File: src/hdl/smv_pkg.sv
// ----------------------------------------------------------------------------
// smv_pkg: shared types and constants for the sparse matrix-vector unit
// Field widths, vector store geometry, request kinds and stage control.
// ----------------------------------------------------------------------------
package smv_pkg;

  localparam int VEC_DEPTH = 4096;
  localparam int VEC_AW    = $clog2(VEC_DEPTH);
  localparam int ROW_LIMIT = 65536;
  localparam int ROW_MAX   = (ROW_LIMIT < 65536) ? ROW_LIMIT : 65536;

  localparam int KIND_W = 2;
  localparam int COL_W  = 12;
  localparam int VAL_W  = 32;
  localparam int SUM_W  = 64;
  localparam int ROW_W  = 16;
  localparam int CNT_W  = 17;

  typedef enum logic [KIND_W-1:0] {
    KIND_LOAD  = 2'd0,
    KIND_NZ    = 2'd1,
    KIND_EMPTY = 2'd2
  } kind_t;

  typedef struct packed {
    logic  valid;
    kind_t kind;
    logic  ends_row;
  } stage_ctl_t;

  function automatic logic [VEC_AW-1:0] vec_index(input logic [COL_W-1:0] col);
    return VEC_AW'(col);
  endfunction

endpackage

File: src/hdl/smv_mult.sv
// ----------------------------------------------------------------------------
// smv_mult: product stage
// Multiplies the Q16.16 matrix value by the vector element into Q32.32.
// ----------------------------------------------------------------------------
module smv_mult import smv_pkg::*; (
  input  logic                    clk,
  input  logic                    rst_n,
  input  logic                    adv,
  input  stage_ctl_t              s1_ctl,
  input  logic signed [VAL_W-1:0] s1_value,
  input  logic signed [VAL_W-1:0] s1_elem,
  output stage_ctl_t              s2_ctl,
  output logic signed [SUM_W-1:0] s2_prod
);

  stage_ctl_t              ctl_r;
  logic signed [SUM_W-1:0] prod_r, prod_nxt;

  assign prod_nxt = s1_value * s1_elem;

  always_ff @(posedge clk) begin
    if (!rst_n) begin
      ctl_r <= '0;
    end else if (adv) begin
      ctl_r <= s1_ctl;
    end
  end

  always_ff @(posedge clk) begin
    if (adv) begin
      prod_r <= prod_nxt;
    end
  end

  assign s2_ctl  = ctl_r;
  assign s2_prod = prod_r;

endmodule

File: config.mk
export PLATFORM = sky130hd
export DESIGN_NAME = smv_mult
export DESIGN_NICKNAME = d
export VERILOG_FILES = /design/src/hdl/smv_pkg.sv /design/src/hdl/smv_mult.sv
export SDC_FILE = /design/constraint.sdc
export NUM_CORES = 2
export LEC_CHECK = 0
export BUFFER_PORTS_ARGS = -buffer_cell sky130_fd_sc_hd__clkbuf_2
export CAP_MARGIN = 20
export CORE_MARGIN = 4
export CORE_UTILIZATION = 50
export CTS_BUF_LIST = sky130_fd_sc_hd__clkbuf_4
export DETAILED_ROUTE_END_ITERATION = 10
export PLACE_DENSITY = 0.63
export SLEW_MARGIN = 0
export SYNTH_ARGS = -nofsm -noshare
export SYNTH_HDL_FRONTEND = slang
export SYNTH_SLANG_ARGS = --single-unit
export TNS_END_PERCENT = 20
File: constraint.sdc
create_clock -name clk -period 10.1 [get_ports clk]
set_input_delay 1.01 -clock clk [delete_from_list [all_inputs] [get_ports clk]]
set_output_delay 1.01 -clock clk [all_outputs]
set_load 0.02 [all_outputs]
Yosys cells after proc, flatten, opt, wreduce, memory -nomap -nowiden
Cells that the tools add are included.
{"block": "word_totals", "n_memories": 0, "latchBits": 0, "ram_bits": 0, "out_inout_bits": 68, "input_bits": 71, "wordCells": 5, "ff_bits": 68, "romBits": 0}
{"block": "classes", "multipliers": 1, "muxes": 0, "n_lt_le_gt_ge": 0, "n_shift": 0, "n_reduce_logical": 0, "bitwise": 0, "n_div": 0, "eq_ne": 0, "addsub": 0}
{"op": "$mul A32 B32 Y64", "n": 1}

Depth between registers and ports, before layout
{"block": "depth", "depth_word": 1, "depth_mapped": 28, "ltp_nobuf": 26}

Least setup slack after synthesis
OpenSTA, ideal clock, no wires.
{"block": "synth_path", "kind": "input -> register", "start": "input s1_elem[2]", "end": "register prod_r[57], in the netlist s2_prod[57], data pin", "cell_stages": 26, "setup_time_ns": 0.158, "setup_slack_ns": 1.648, "n_path_buf": 2, "t_arrival_ns": 8.294, "cell_sequence": "clkbuf_1 -> nand2_1 -> inv_1 -> fa_1 -> fa_1 -> fa_1 -> fa_1 -> inv_1 -> fa_1 -> inv_1 -> fa_1 -> inv_1 -> fa_1 -> inv_1 -> fa_1 -> ha_1 -> clkbuf_1 -> nand2_1 -> nor2_1 -> and3_1 -> and2_1 -> a22oi_1 -> a31oi_1 -> o21a_1 -> or4_1 -> o211ai_1"}
{"block": "synth_between", "elab_chain_cells": 1}
{"item": "start, declared", "line_no": "smv_mult.sv:11", "source": "input logic signed [VAL_W-1:0] s1_elem,"}
{"item": "$mul A32 B32 Y64", "line_no": "smv_mult.sv:19", "source": "assign prod_nxt = s1_value * s1_elem;"}
{"item": "via prod_nxt[57]", "line_no": "smv_mult.sv:17", "source": "logic signed [SUM_W-1:0] prod_r, prod_nxt;"}
{"item": "end signal, assigned", "line_no": "smv_mult.sv:31", "source": "prod_r <= prod_nxt;"}
{"item": "end, declared", "line_no": "smv_mult.sv:17"}
The timed path passes the listed nets, and every way through them passes these cells.
A chain may end at the register's enable or synchronous reset.

Final worst setup path
{"block": "layout_path", "start": "input s1_value[18]", "end": "register prod_r[57], in the netlist s2_prod[57], data pin"}
{"block": "layout_between", "elab_chain_cells": 1}
{"item": "start, declared", "line_no": "smv_mult.sv:10", "source": "input logic signed [VAL_W-1:0] s1_value,"}
{"item": "$mul A32 B32 Y64", "line_no": "smv_mult.sv:19"}
{"item": "via prod_nxt[57]", "line_no": "smv_mult.sv:17"}
The timed path passes the listed nets, and every way through them passes these cells.

==> parameters.txt <==
Parameter                              Value

Global route
  First-pass GRT wire length    164000 um
  GRT Overall Usage    0.260
  Largest net degree at the start of global routing    69
  Grt total ovfl    0
  Antenna violations before repair    2
  Vias in the first global route    29.4k

Run status
  Result of the run    completed

Critical path
  Endpoint required time on the critical path    10.27 ns
  CP startpoint    s1_value[18]
  Arrival time of the worst setup path    9.07 ns
  Setup crit end kind    register
  Critical path type    in2reg
  Startpoint of the worst register-to-register path    s2_ctl[0]$_SDFFE_PN0P_
  Crit start category    primary input
  Top fanout value on the critical path    32

Cells and area
  Total non-filler cell area in the finished layout    40000 um^2
  Nets    5279
  Number of fill cells in the layout    7079
  Share of layout cells above drive strength 1    0.0545
  Area Growth Syn to Fin    4.18%
  Post-Layout Cell Count    4980
  Core Util, Final    0.526

Floorplan
  Boundary Pins    139
  Initial core utilization    0.505
  CORE AREA    76100 um^2
  Die ar.    81300 um^2
  Vertical die dimension    285 um
  Die outline width    285 um
  Site Rows    101

Synth
  Most frequent cell after synthesis    fa_1
  Ys flop type    edfxtp_1
  Synth Net Count    5300
  Synth Instances    3963
  Post-synth top area cell    fa_1
  EDFF count, synth    64
  Commonest cells in the netlist    fa_1 (1082), inv_1 (948), nand2_1 (523)
  Synth unique cells    70
  Fraction of synthesis flops using an asynchronous set or reset pin    0
  Leading cell types by total area after synthesis    fa_1 (56%), inv_1 (9.3%), and2_1 (8.4%), ha_1 (6.0%), nand2_1 (5.1%)
  Sequential fraction of the synthesis area    0.0522
  Yosys warning total    0
  Combined area of all synthesized cells    38400 um^2
  Post-Synthesis Mean Instance Area    9.69 um^2
  FF+latch count, synth    68
  Area share of the largest cell type after synthesis    0.564

STA
  Worst-case clock skew    0 ns
  Aggregate negative setup slack    0 ns
  Total of endpoints with negative setup slack in the final report    0
  Unrepaired setup endpoints after global routing    false
  Period Utilization, post-route    0.881
  Achievable clock frequency    112 MHz
  Max_slew headroom    0.373
  Final Max Slew Viols    0
  Transition time of the tightest slew-check pin    0.917 ns
  Hold Vio Cnt, Final    0
  Post-layout min period    8.89 ns

Placement
  Cell total after placement    4961
  GPL Wtd Cong    0.887
  Count of port buffers added during placement    138
  Post-detail-place hpwl    86600 um
  DP Area    39800 um^2

CTS
  Clock root buffer    clkbuf_4
  Total clock sinks    68
  CTS clock-pin slew for the worst setup and hold paths    0.12 ns
  Clock tree from TritonCTS    done
  Buffers from clock root to sink, at most    2
  Post-cts hold buffer count    0
  Later-pin clock latency in the skew report    0.45 ns
  Total CTS buffers    9
  Number of gates resized after CTS    0
  Clock H-tree levels    3
  Number of setup buffers added after CTS    0

Routing
  Final routed DRC violation total    0
  Metal2 WL    51900 um
  Detailed-router iteration count before antenna repair    5
  Top Metal Used    met4
  Wire length per cell after detailed routing    20.3 um
  Wire length after detailed routing    101000 um
  Number of nets with antenna violations after routing    0
  Total met3 wirelength after detailed routing    5230 um
  Number of vias per cell    5.25
  Wire length on met1    39500 um
  Vias    26.2k
  Count of routing violations after the opening detailed-route iteration    1435

Hold path
  Hold Startpoint    s2_ctl[3]$_SDFFE_PN0P_
  Type of the most critical hold path    reg2reg

Flow run
  Max cap viols    0
## final cells by class
class / count / area, um^2 / share of cell area
Multi-Input combinational cell: 2735 / 32000 / 0.800
Clock inverter: 5 / 53.8 / 0.00135
Sequential cell: 68 / 2000 / 0.0501
Antenna cell: 3 / 7.51 / 0.000188
Inverter: 948 / 3560 / 0.0890
Tap cell: 1030 / 1290 / 0.0322
Clock buffer: 11 / 82.6 / 0.00207
Timing Repair Buffer: 180 / 1010 / 0.0252
## metal layers
metal / vias up / global-route usage
met3: 194 / 0.0325
met5: - / 0
met1: 13870 / 0.335
met4: 0 / 0.0928
met2: 748 / 0.456
li1: 11344 / -
## through the flow
| stage | setup WS [ns] | hold slack (ns) |
|---|---|---|
| CTS | 1.28 | 0.542 |
| global placement | 0.909 | 0.499 |
| finish | 1.21 | 0.539 |
| floorplan | 1.65 | 0.589 |
| global route | 0.861 | 0.562 |
| detailed placement | 0.802 | 0.516 |
## registers in the layout, indices dropped and copies added, names as in the netlist
name     count
s2_ctl       4
s2_prod     64
## worst max-delay path, stage by stage
cell	delay, ns
clkbuf_2	0.49
and2_1	0.39
fa_1	0.47
fa_1	0.57
inv_1	0.07
fa_1	0.50
fa_1	0.51
inv_1	0.05
fa_1	0.54
fa_1	0.42
fa_1	0.66
fa_1	0.48
ha_1	0.42
nand3_1	0.21
nor3_1	0.33
inv_1	0.08
a2111oi_0	0.73
buf_4	0.28
o21ai_1	0.10
a31oi_1	0.34
o21a_1	0.18
or4_1	0.10
o211ai_1	0.09
## cells by family (layout without fill, tap and decap cells)
logic type,Yosys count,count (layout),share of synthesized area
buf+inv,1160,1144,0.114
fa+ha+maj,1266,1266,0.624
flops,68,68,0.0522
simple gates,1182,1182,0.155
mux,6,6,0.00156
xor+xnor,70,70,0.0160
compound gates,211,211,0.0370
other cells,0,3,0
## layout by cell type (no fill, tap or decap), drive strengths merged, types with 20 or more instances in the layout
cell type / n
fa: 1082
inv: 948
nand2: 524
and2: 516
ha: 184
clkbuf: 148
a21oi: 72
edfxtp: 64
nor2: 54
xnor2: 50
buf: 43
o21ai: 33
a21o: 31
xor2: 20
## final timing paths
path	endpoint	slack, ns	cells after the start
max	s2_prod[57]$_DFFE_PP_	1.21	23
min	s2_ctl[3]$_SDFFE_PN0P_	0.54	2
max reg2reg	s2_ctl[0]$_SDFFE_PN0P_	9.47	2
min reg2reg	s2_ctl[3]$_SDFFE_PN0P_	0.54	2
Power is left out: the tool's default activity adds up to more than one toggle a clock period on the data nets, which glitch-free logic cannot reach.
