### config.mk
export PLATFORM = sky130hd
export DESIGN_NAME = smv_accum
export DESIGN_NICKNAME = d
export VERILOG_FILES = /design/src/hdl/smv_pkg.sv /design/src/hdl/smv_accum.sv
export SDC_FILE = /design/constraint.sdc
export NUM_CORES = 1
export LEC_CHECK = 0
export BUFFER_PORTS_ARGS = -buffer_cell sky130_fd_sc_hd__buf_4
export CAP_MARGIN = 20
export CELL_PAD_IN_SITES_DETAIL_PLACEMENT = 1
export CELL_PAD_IN_SITES_GLOBAL_PLACEMENT = 2
export CORE_MARGIN = 5
export CORE_UTILIZATION = 38
export CTS_BUF_LIST = sky130_fd_sc_hd__clkbuf_4
export DETAILED_ROUTE_END_ITERATION = 16
export PLACE_DENSITY_LB_ADDON = 0.1
export SYNTH_ARGS = -nofsm -noshare
export SYNTH_HDL_FRONTEND = slang
export SYNTH_SLANG_ARGS = --single-unit
export TNS_END_PERCENT = 5
### constraint.sdc
create_clock -name clk -period 4.96 [get_ports clk]
set_input_delay 0.496 -clock clk [delete_from_list [all_inputs] [get_ports clk]]
set_output_delay 0.496 -clock clk [all_outputs]
set_load 0.01 [all_outputs]
### src/hdl/smv_pkg.sv
// ----------------------------------------------------------------------------
// smv_pkg: shared types and constants for the sparse matrix-vector unit
// Field widths, vector store geometry, request kinds and stage control.
// ----------------------------------------------------------------------------
package smv_pkg;

  localparam int VEC_DEPTH = 4096;
  localparam int VEC_AW    = $clog2(VEC_DEPTH);
  localparam int ROW_LIMIT = 65536;
  localparam int ROW_MAX   = (ROW_LIMIT < 65536) ? ROW_LIMIT : 65536;

  localparam int KIND_W = 2;
  localparam int COL_W  = 12;
  localparam int VAL_W  = 32;
  localparam int SUM_W  = 64;
  localparam int ROW_W  = 16;
  localparam int CNT_W  = 17;

  typedef enum logic [KIND_W-1:0] {
    KIND_LOAD  = 2'd0,
    KIND_NZ    = 2'd1,
    KIND_EMPTY = 2'd2
  } kind_t;

  typedef struct packed {
    logic  valid;
    kind_t kind;
    logic  ends_row;
  } stage_ctl_t;

  function automatic logic [VEC_AW-1:0] vec_index(input logic [COL_W-1:0] col);
    return VEC_AW'(col);
  endfunction

endpackage

### src/hdl/smv_accum.sv
// ----------------------------------------------------------------------------
// smv_accum: row accumulator and result register
// Saturating Q32.32 accumulate, row counter, row count register, result hold.
// ----------------------------------------------------------------------------
module smv_accum import smv_pkg::*; (
  input  logic                    clk,
  input  logic                    rst_n,
  input  stage_ctl_t              s2_ctl,
  input  logic signed [SUM_W-1:0] s2_prod,
  input  logic                    cfg_fire,
  input  logic [CNT_W-1:0]        cfg_rows,
  input  logic                    out_ready,
  output logic                    adv,
  output logic                    out_valid,
  output logic [ROW_W-1:0]        out_row_index,
  output logic signed [SUM_W-1:0] out_row_sum,
  output logic                    out_saturated
);

  logic [SUM_W-1:0] acc_r, acc_nxt;
  logic             clip_r, clip_nxt;
  logic [ROW_W-1:0] row_cnt_r, row_cnt_nxt;
  logic [CNT_W-1:0] rows_r, rows_nxt;
  logic             out_valid_r;
  logic [ROW_W-1:0] row_index_r;
  logic [SUM_W-1:0] row_sum_r;
  logic             sat_r;

  logic [SUM_W-1:0] sum;
  logic [SUM_W-1:0] sum_sat;
  logic             ovf;
  logic             fire;
  logic             emit;
  logic [CNT_W-1:0] row_inc;

  assign adv  = !out_valid_r || out_ready;
  assign fire = adv && s2_ctl.valid;

  assign sum = acc_r + s2_prod;
  assign ovf = (s2_ctl.kind == KIND_NZ) && (acc_r[SUM_W-1] == s2_prod[SUM_W-1])
            && (sum[SUM_W-1] != acc_r[SUM_W-1]);

  always_comb begin
    sum_sat = acc_r;
    emit    = 1'b0;
    case (s2_ctl.kind)
      KIND_NZ: begin
        emit = s2_ctl.ends_row;
        if (ovf) begin
          sum_sat = acc_r[SUM_W-1] ? {1'b1, {(SUM_W-1){1'b0}}} : {1'b0, {(SUM_W-1){1'b1}}};
        end else begin
          sum_sat = sum;
        end
      end
      KIND_EMPTY: emit = 1'b1;
      default:    emit = 1'b0;
    endcase
  end

  assign row_inc = {1'b0, row_cnt_r} + CNT_W'(1);

  always_comb begin
    acc_nxt     = acc_r;
    clip_nxt    = clip_r;
    row_cnt_nxt = row_cnt_r;
    if (fire) begin
      if (emit) begin
        acc_nxt     = '0;
        clip_nxt    = 1'b0;
        row_cnt_nxt = (row_inc >= rows_r) ? '0 : row_inc[ROW_W-1:0];
      end else begin
        acc_nxt  = sum_sat;
        clip_nxt = clip_r || ovf;
      end
    end
  end

  always_comb begin
    rows_nxt = cfg_rows;
    if (cfg_rows == '0) begin
      rows_nxt = CNT_W'(1);
    end else if (cfg_rows > CNT_W'(ROW_MAX)) begin
      rows_nxt = CNT_W'(ROW_MAX);
    end
  end

  always_ff @(posedge clk) begin
    if (!rst_n) begin
      acc_r       <= '0;
      clip_r      <= 1'b0;
      row_cnt_r   <= '0;
      rows_r      <= CNT_W'(1);
      out_valid_r <= 1'b0;
    end else begin
      acc_r     <= acc_nxt;
      clip_r    <= clip_nxt;
      row_cnt_r <= row_cnt_nxt;
      if (cfg_fire) begin
        rows_r <= rows_nxt;
      end
      if (adv) begin
        out_valid_r <= s2_ctl.valid && emit;
      end
    end
  end

  always_ff @(posedge clk) begin
    if (fire && emit) begin
      row_index_r <= row_cnt_r;
      row_sum_r   <= sum_sat;
      sat_r       <= clip_r || ovf;
    end
  end

  assign out_valid     = out_valid_r;
  assign out_row_index = row_index_r;
  assign out_row_sum   = row_sum_r;
  assign out_saturated = sat_r;

  a_emit_clears: assert property (@(posedge clk) disable iff (!rst_n)
    (fire && emit) |=> (acc_r == '0) && !clip_r)
    else $error("accumulator not cleared after row result");

  a_emit_shows: assert property (@(posedge clk) disable iff (!rst_n)
    (fire && emit) |=> out_valid_r)
    else $error("row result not presented");

  a_clip_cause: assert property (@(posedge clk) disable iff (!rst_n)
    $rose(clip_r) |-> $past(fire && ovf && !emit))
    else $error("clip flag set without overflow");

  a_hold_when_full: assert property (@(posedge clk) disable iff (!rst_n)
    (out_valid_r && !out_ready) |=> out_valid_r && $stable(acc_r))
    else $error("accumulator moved while result stalled");

endmodule

=== Word level (Yosys, flattened, before mapping) ===
Cells that the tools add are included.

* Latch bits: 0
* Memories kept: 0
* Register bits after elaboration: 180
* Memory bits (writable): 0
* Memory bits (read-only): 0

* Eq/ne operators: 4
* Div/mod/pow operators: 0
* Multiply operators: 0
* Bitwise gates (word level): 0
* $lt $le $gt $ge: 2
* $add $sub $neg: 2
* Multiplexer cells: 9
* Shifts and indexed selects: 0
* Reductions and logical operators: 10

{| class="wikitable"
|+ Operators with widths
! kind !! count
|-
| $mux W64 || 4
|-
| $add A64 B64 Y64 || 1
|-
| $mux W17 || 2
|-
| $add A16 B1 Y17 const B || 1
|-
| $ge A17 B17 Y1 || 1
|-
| $gt A17 B17 Y1 const B || 1
|-
| $logic_not A17 Y1 || 1
|-
| $mux W16 || 1
|-
| $logic_and A1 B1 Y1 || 5
|-
| $eq A2 B1 Y1 const B || 1
|-
| $eq A2 B2 Y1 const B || 1
|-
| $logic_or A1 B1 Y1 || 2
|-
| $pmux W1 S2 || 1
|-
| $reduce_and A2 Y1 || 1
|-
| $eq A1 B1 Y1 || 1
|-
| $logic_not A1 Y1 || 1
|-
| $mux W1 || 1
|-
| $ne A1 B1 Y1 || 1
|}

=== Depth between registers and ports, before layout ===
* Depth in word-level cells: 6
* Gate-level depth with buffers: 17

=== Worst setup path after synthesis ===
No wires, ideal clock.

* Path type: input-to-reg
* Start point: in s2_prod[0]
* End point: reg row_sum_r[62], in the netlist out_row_sum[62] (data pin)
* Data required time: 4,699 ps
* Cell stages on the path: 13
* Library setup time: 261 ps
* Arrival time: 3,220 ps
* Path slack: 1,479 ps
* Cell sequence: ha_1 fa_1 a21oi_1 o21ai_0 a211oi_1 o21ai_1 a31o_2 o21ai_2 o311a_1 nor3_2 a31o_2 xor2_1 a221o_1

* Longest elaborated chain between the ends: 5

{| class="wikitable"
|+ RTL lines
! item !! line !! RTL
|-
| from (decl) || smv_accum.sv:9 || <nowiki>input logic signed [SUM_W-1:0] s2_prod,</nowiki>
|-
| $add A64 B64 Y64 (*) || smv_accum.sv:39 || <nowiki>assign sum = acc_r + s2_prod;</nowiki>
|-
| $ne A1 B1 Y1 || smv_accum.sv:41 || <nowiki>&& (sum[SUM_W-1] != acc_r[SUM_W-1]);</nowiki>
|-
| $logic_and A1 B1 Y1 || smv_accum.sv:41 ||
|-
| $mux W64 (*) || smv_accum.sv:49 || <nowiki>if (ovf) begin</nowiki>
|-
| $mux W64 (*) || smv_accum.sv:46 || <nowiki>case (s2_ctl.kind)</nowiki>
|-
| net sum_sat[62] || smv_accum.sv:30 || <nowiki>logic [SUM_W-1:0] sum_sat;</nowiki>
|-
| to (signal assigned) || smv_accum.sv:110 || <nowiki>row_sum_r <= sum_sat;</nowiki>
|-
| to (decl) || smv_accum.sv:26 || <nowiki>logic [SUM_W-1:0] row_sum_r;</nowiki>
|}

The timed path passes the listed nets; every way through them passes the cells marked *.
A chain may end at the register's enable or synchronous reset.

=== Worst setup path after layout ===
* Start point: reg acc_r[0]
* End point: reg row_sum_r[62], in the netlist out_row_sum[62] (data pin)

* Longest elaborated chain between the ends: 5

{| class="wikitable"
|+ RTL lines
! item !! line !! RTL
|-
| from (decl) || smv_accum.sv:20 || <nowiki>logic [SUM_W-1:0] acc_r, acc_nxt;</nowiki>
|-
| from (signal assigned) || smv_accum.sv:95 || <nowiki>acc_r <= acc_nxt;</nowiki>
|-
| $add A64 B64 Y64 (*) || smv_accum.sv:39 ||
|-
| $ne A1 B1 Y1 || smv_accum.sv:41 ||
|-
| $logic_and A1 B1 Y1 || smv_accum.sv:41 ||
|-
| $mux W64 (*) || smv_accum.sv:49 ||
|-
| $mux W64 (*) || smv_accum.sv:46 ||
|-
| net sum_sat[62] || smv_accum.sv:30 ||
|}

Marks and branches as above.

==> impl_metrics.toml <==
[outcome]
status = "completed"

[detailed_routing]
avgViaCountPerCell = 5.489
dr_total_vias = 10200
routed_wl_um = 37480
wl_per_cell_um = 20.17
dr.first_iter.drc_count = 671
drtPass1Iterations = 5
drc = 0
ant_nets = 0

[synthesis]
ys_warn_count = 0
synth-edff-count = 81
synth_fp_nets = 1493
ys.flop_type = "dfxtp_1"
ys_async_sr_fraction_pct = 0
ys_ff_latch = 180
synthCells = 1320
netlist_area_um2 = 11250
yosysSeqAreaShare_pct = 39.23
yosysUniqueCellTypes = 77
synth.avg_cell_area_um2 = 8.523

[timing]
relSlewSlack_pct = 26.76
fin_crit_sh_pct = 81.58
fin_crit_ns = 4.046
setup_violations = 0
skew_ns = 0.03919
fmax_mhz = 247.1
worst_pin_slew_ns = 1.099
fin_tns_setup_ns = 0
final_hold_viol_count = 0
rsz0062_at_grt = "no"
report.final.slew_viol_count = 0

[worst_setup_path]
worst_ep_arrival_time_ns = 4.43
required_ns = 5.34
path_buf_inv = 0
worst-setup-path-type = "flop to flop"
crit_path_frequent_cell = "a31o_2"
cp-end-kind = "flop"
path_cells = "ha_1 -> fa_1 -> a21oi_1 -> o21ai_0 -> a211oi_1 -> o21ai_1 -> a31o_2 -> o21ai_2 -> o311a_1 -> nor3_2 -> a31o_2 -> xor2_1 -> a221o_1"
critical-path-top-delay-family = "compound AO/OA/AOI/OAI gates"
rrSetupSlack_ns = 0.91
critPathLaunchType = "flop"
worst-path-max-fanout = 5
slowest_delay_ns = 0.50
slowest_stage = "a211oi_1"

[pwr]
irDropWorstVdd_mv = 0.1186
power_density_nw_per_um2 = 241.6
leakagePower_uw = 0.005631

[global_routing]
grt-ovfl-total = 0
first_global_vias = 10390
antenna_found_initial = 1
grt_start_max_net_pins = 49
grt_pass1_wl_um = 59010
track_usage_pct = 22.26

[clocking]
clock_latency_ns = 0.63
cts_tree = "built"
clkTransAtPathRegs_ns = 0.17
cts_max_path_buffers = 2
cts_sinks = 180
cts_setup_buffers = 0
cts.repair.resized = 0
hold_buffers = 0
cts_buffers = 17
cts_root_buffer = "clkbuf_4"
htree_levels = 4

[finish]
register_area_um2 = 4414
fin_util_pct = 44.64
fin_area_um2 = 13130
multi_input_area_um2 = 6366
drive_gt1_share_pct = 16.02
syn2layout_area_growth_pct = 16.67
nets = 1627
fillers = 3543

[placed_design]
placed_area_um2 = 12830
numPortBuffers = 171
post-dp-hpwl_um = 28820
place_congestion = 0.8890

[job]
maxCapViolations = 0

[floorplan]
start_util_pct = 38.27
num_io_pins = 172
rows = 63
die_height_um = 182.1
die_area_um2 = 33150
dieWidth_um = 182.1
core_um2 = 29400

[hold_path]
hold_class = "primary input to flop"
-- worst paths after layout --
check,start,to,depth (start not counted)
setup / recovery,acc_r[0]$_SDFFE_PN0P_,out_row_sum[62]$_DFFE_PP_,13
hold / removal,cfg_rows[16],rows_r[16]$_SDFFE_PN0P_,3
setup reg to reg,acc_r[0]$_SDFFE_PN0P_,out_row_sum[62]$_DFFE_PP_,13
hold reg to reg,acc_r[47]$_SDFFE_PN0P_,acc_r[47]$_SDFFE_PN0P_,2
-- placed cells by master, fill, tap and decap left out, types with 17 or more instances in the layout --
cell and instances:
o21ai_0 111, nand2_1 174, clkbuf_4 17, nand3_1 23, dfxtp_1 99, buf_4 182, xor2_1 34, and2_1 26
ha_1 82, inv_1 45, nor2_1 104, edfxtp_1 81, nand4_1 25, a21oi_1 152, xnor2_1 37, a21o_1 35
-- where the power goes --
part,internal [uW],switching (uW),leakage (uW)
Combinational,260,409,0.00389
Clock,232,637,0.000153
Sequential,1600,28.0,0.00158
-- stage by stage --
step,total power (uW),setup WS [ns],hold slack (ns),instances
floorplan,2085,1.479,0.4064,1320
global placement,2323,0.6983,0.4453,1823
detailed placement,2332,0.6774,0.4448,1824
CTS,3212,0.9641,0.1159,1856
global route,3351,0.6304,0.1006,1858
finish,3171,0.9136,0.1665,1858
-- synth_stat cells, types with 15 or more instances --
cell type	number	share of area [%]
a21oi_1	152	6.8
nand2_1	174	5.8
xor2_1	34	2.6
o21ai_0	111	4.9
nor2_1	104	3.5
nand3_1	23	1.0
nor3_1	16	0.71
nand2b_1	16	0.89
buf_2	18	0.80
nand4_1	25	1.4
a21o_1	36	2.4
edfxtp_1	81	22
and2_1	26	1.4
xnor2_1	37	2.9
clkbuf_1	45	1.5
inv_1	46	1.5
dfxtp_1	99	18
ha_1	83	9.2
o21ai_1	15	0.67
-- flip-flops by register name, summed over array words and instances, names as in the netlist --
register / flops
acc_r: 64
out_row_sum: 64
rows_r: 17
out_row_index: 16
row_cnt_r: 16
clip_r: 1
out_saturated: 1
out_valid: 1
-- cell families (layout without fill, tap and decap cells) --
logic type	Yosys count	count (layout)	synth area share (%)
compound gates	431	431	23.38
xor+xnor	71	71	5.527
fa+ha+maj	85	85	9.497
buf+inv	115	262	4.215
flops	180	180	39.23
mux	2	2	0.1779
other cells	0	1	0
simple gates	436	436	17.97
-- cell type report --
cell class,instances,share of cell area [%]
multi-input cells,1025,48.50
flip-flops and latches,180,33.63
repair buffers,183,10.56
well taps,390,3.717
inverters,47,1.373
clock inverters,15,1.230
clock buffers,17,0.9723
diodes,1,0.01906
-- per-layer routing --
layer	track usage, %	share of wire (%)	vias to the layer above
met5	0	0	-
met4	4.173	1.1	0
met3	3.807	4.2	26
met2	36.14	46	218
met1	31.57	49	4923
li1	-	-	5032
-- worst reg2reg max path: stages, from the launching register on --
cell and delay (ns):
dfxtp_1 0.36, ha_1 0.21, fa_1 0.41, a21oi_1 0.19, o21ai_0 0.19, a211oi_1 0.50
o21ai_1 0.26, a31o_2 0.39, o21ai_2 0.29, o311a_1 0.21, nor3_2 0.06, a31o_2 0.25
xor2_1 0.16, a221o_1 0.35
Power figures use the tool's default switching activity.
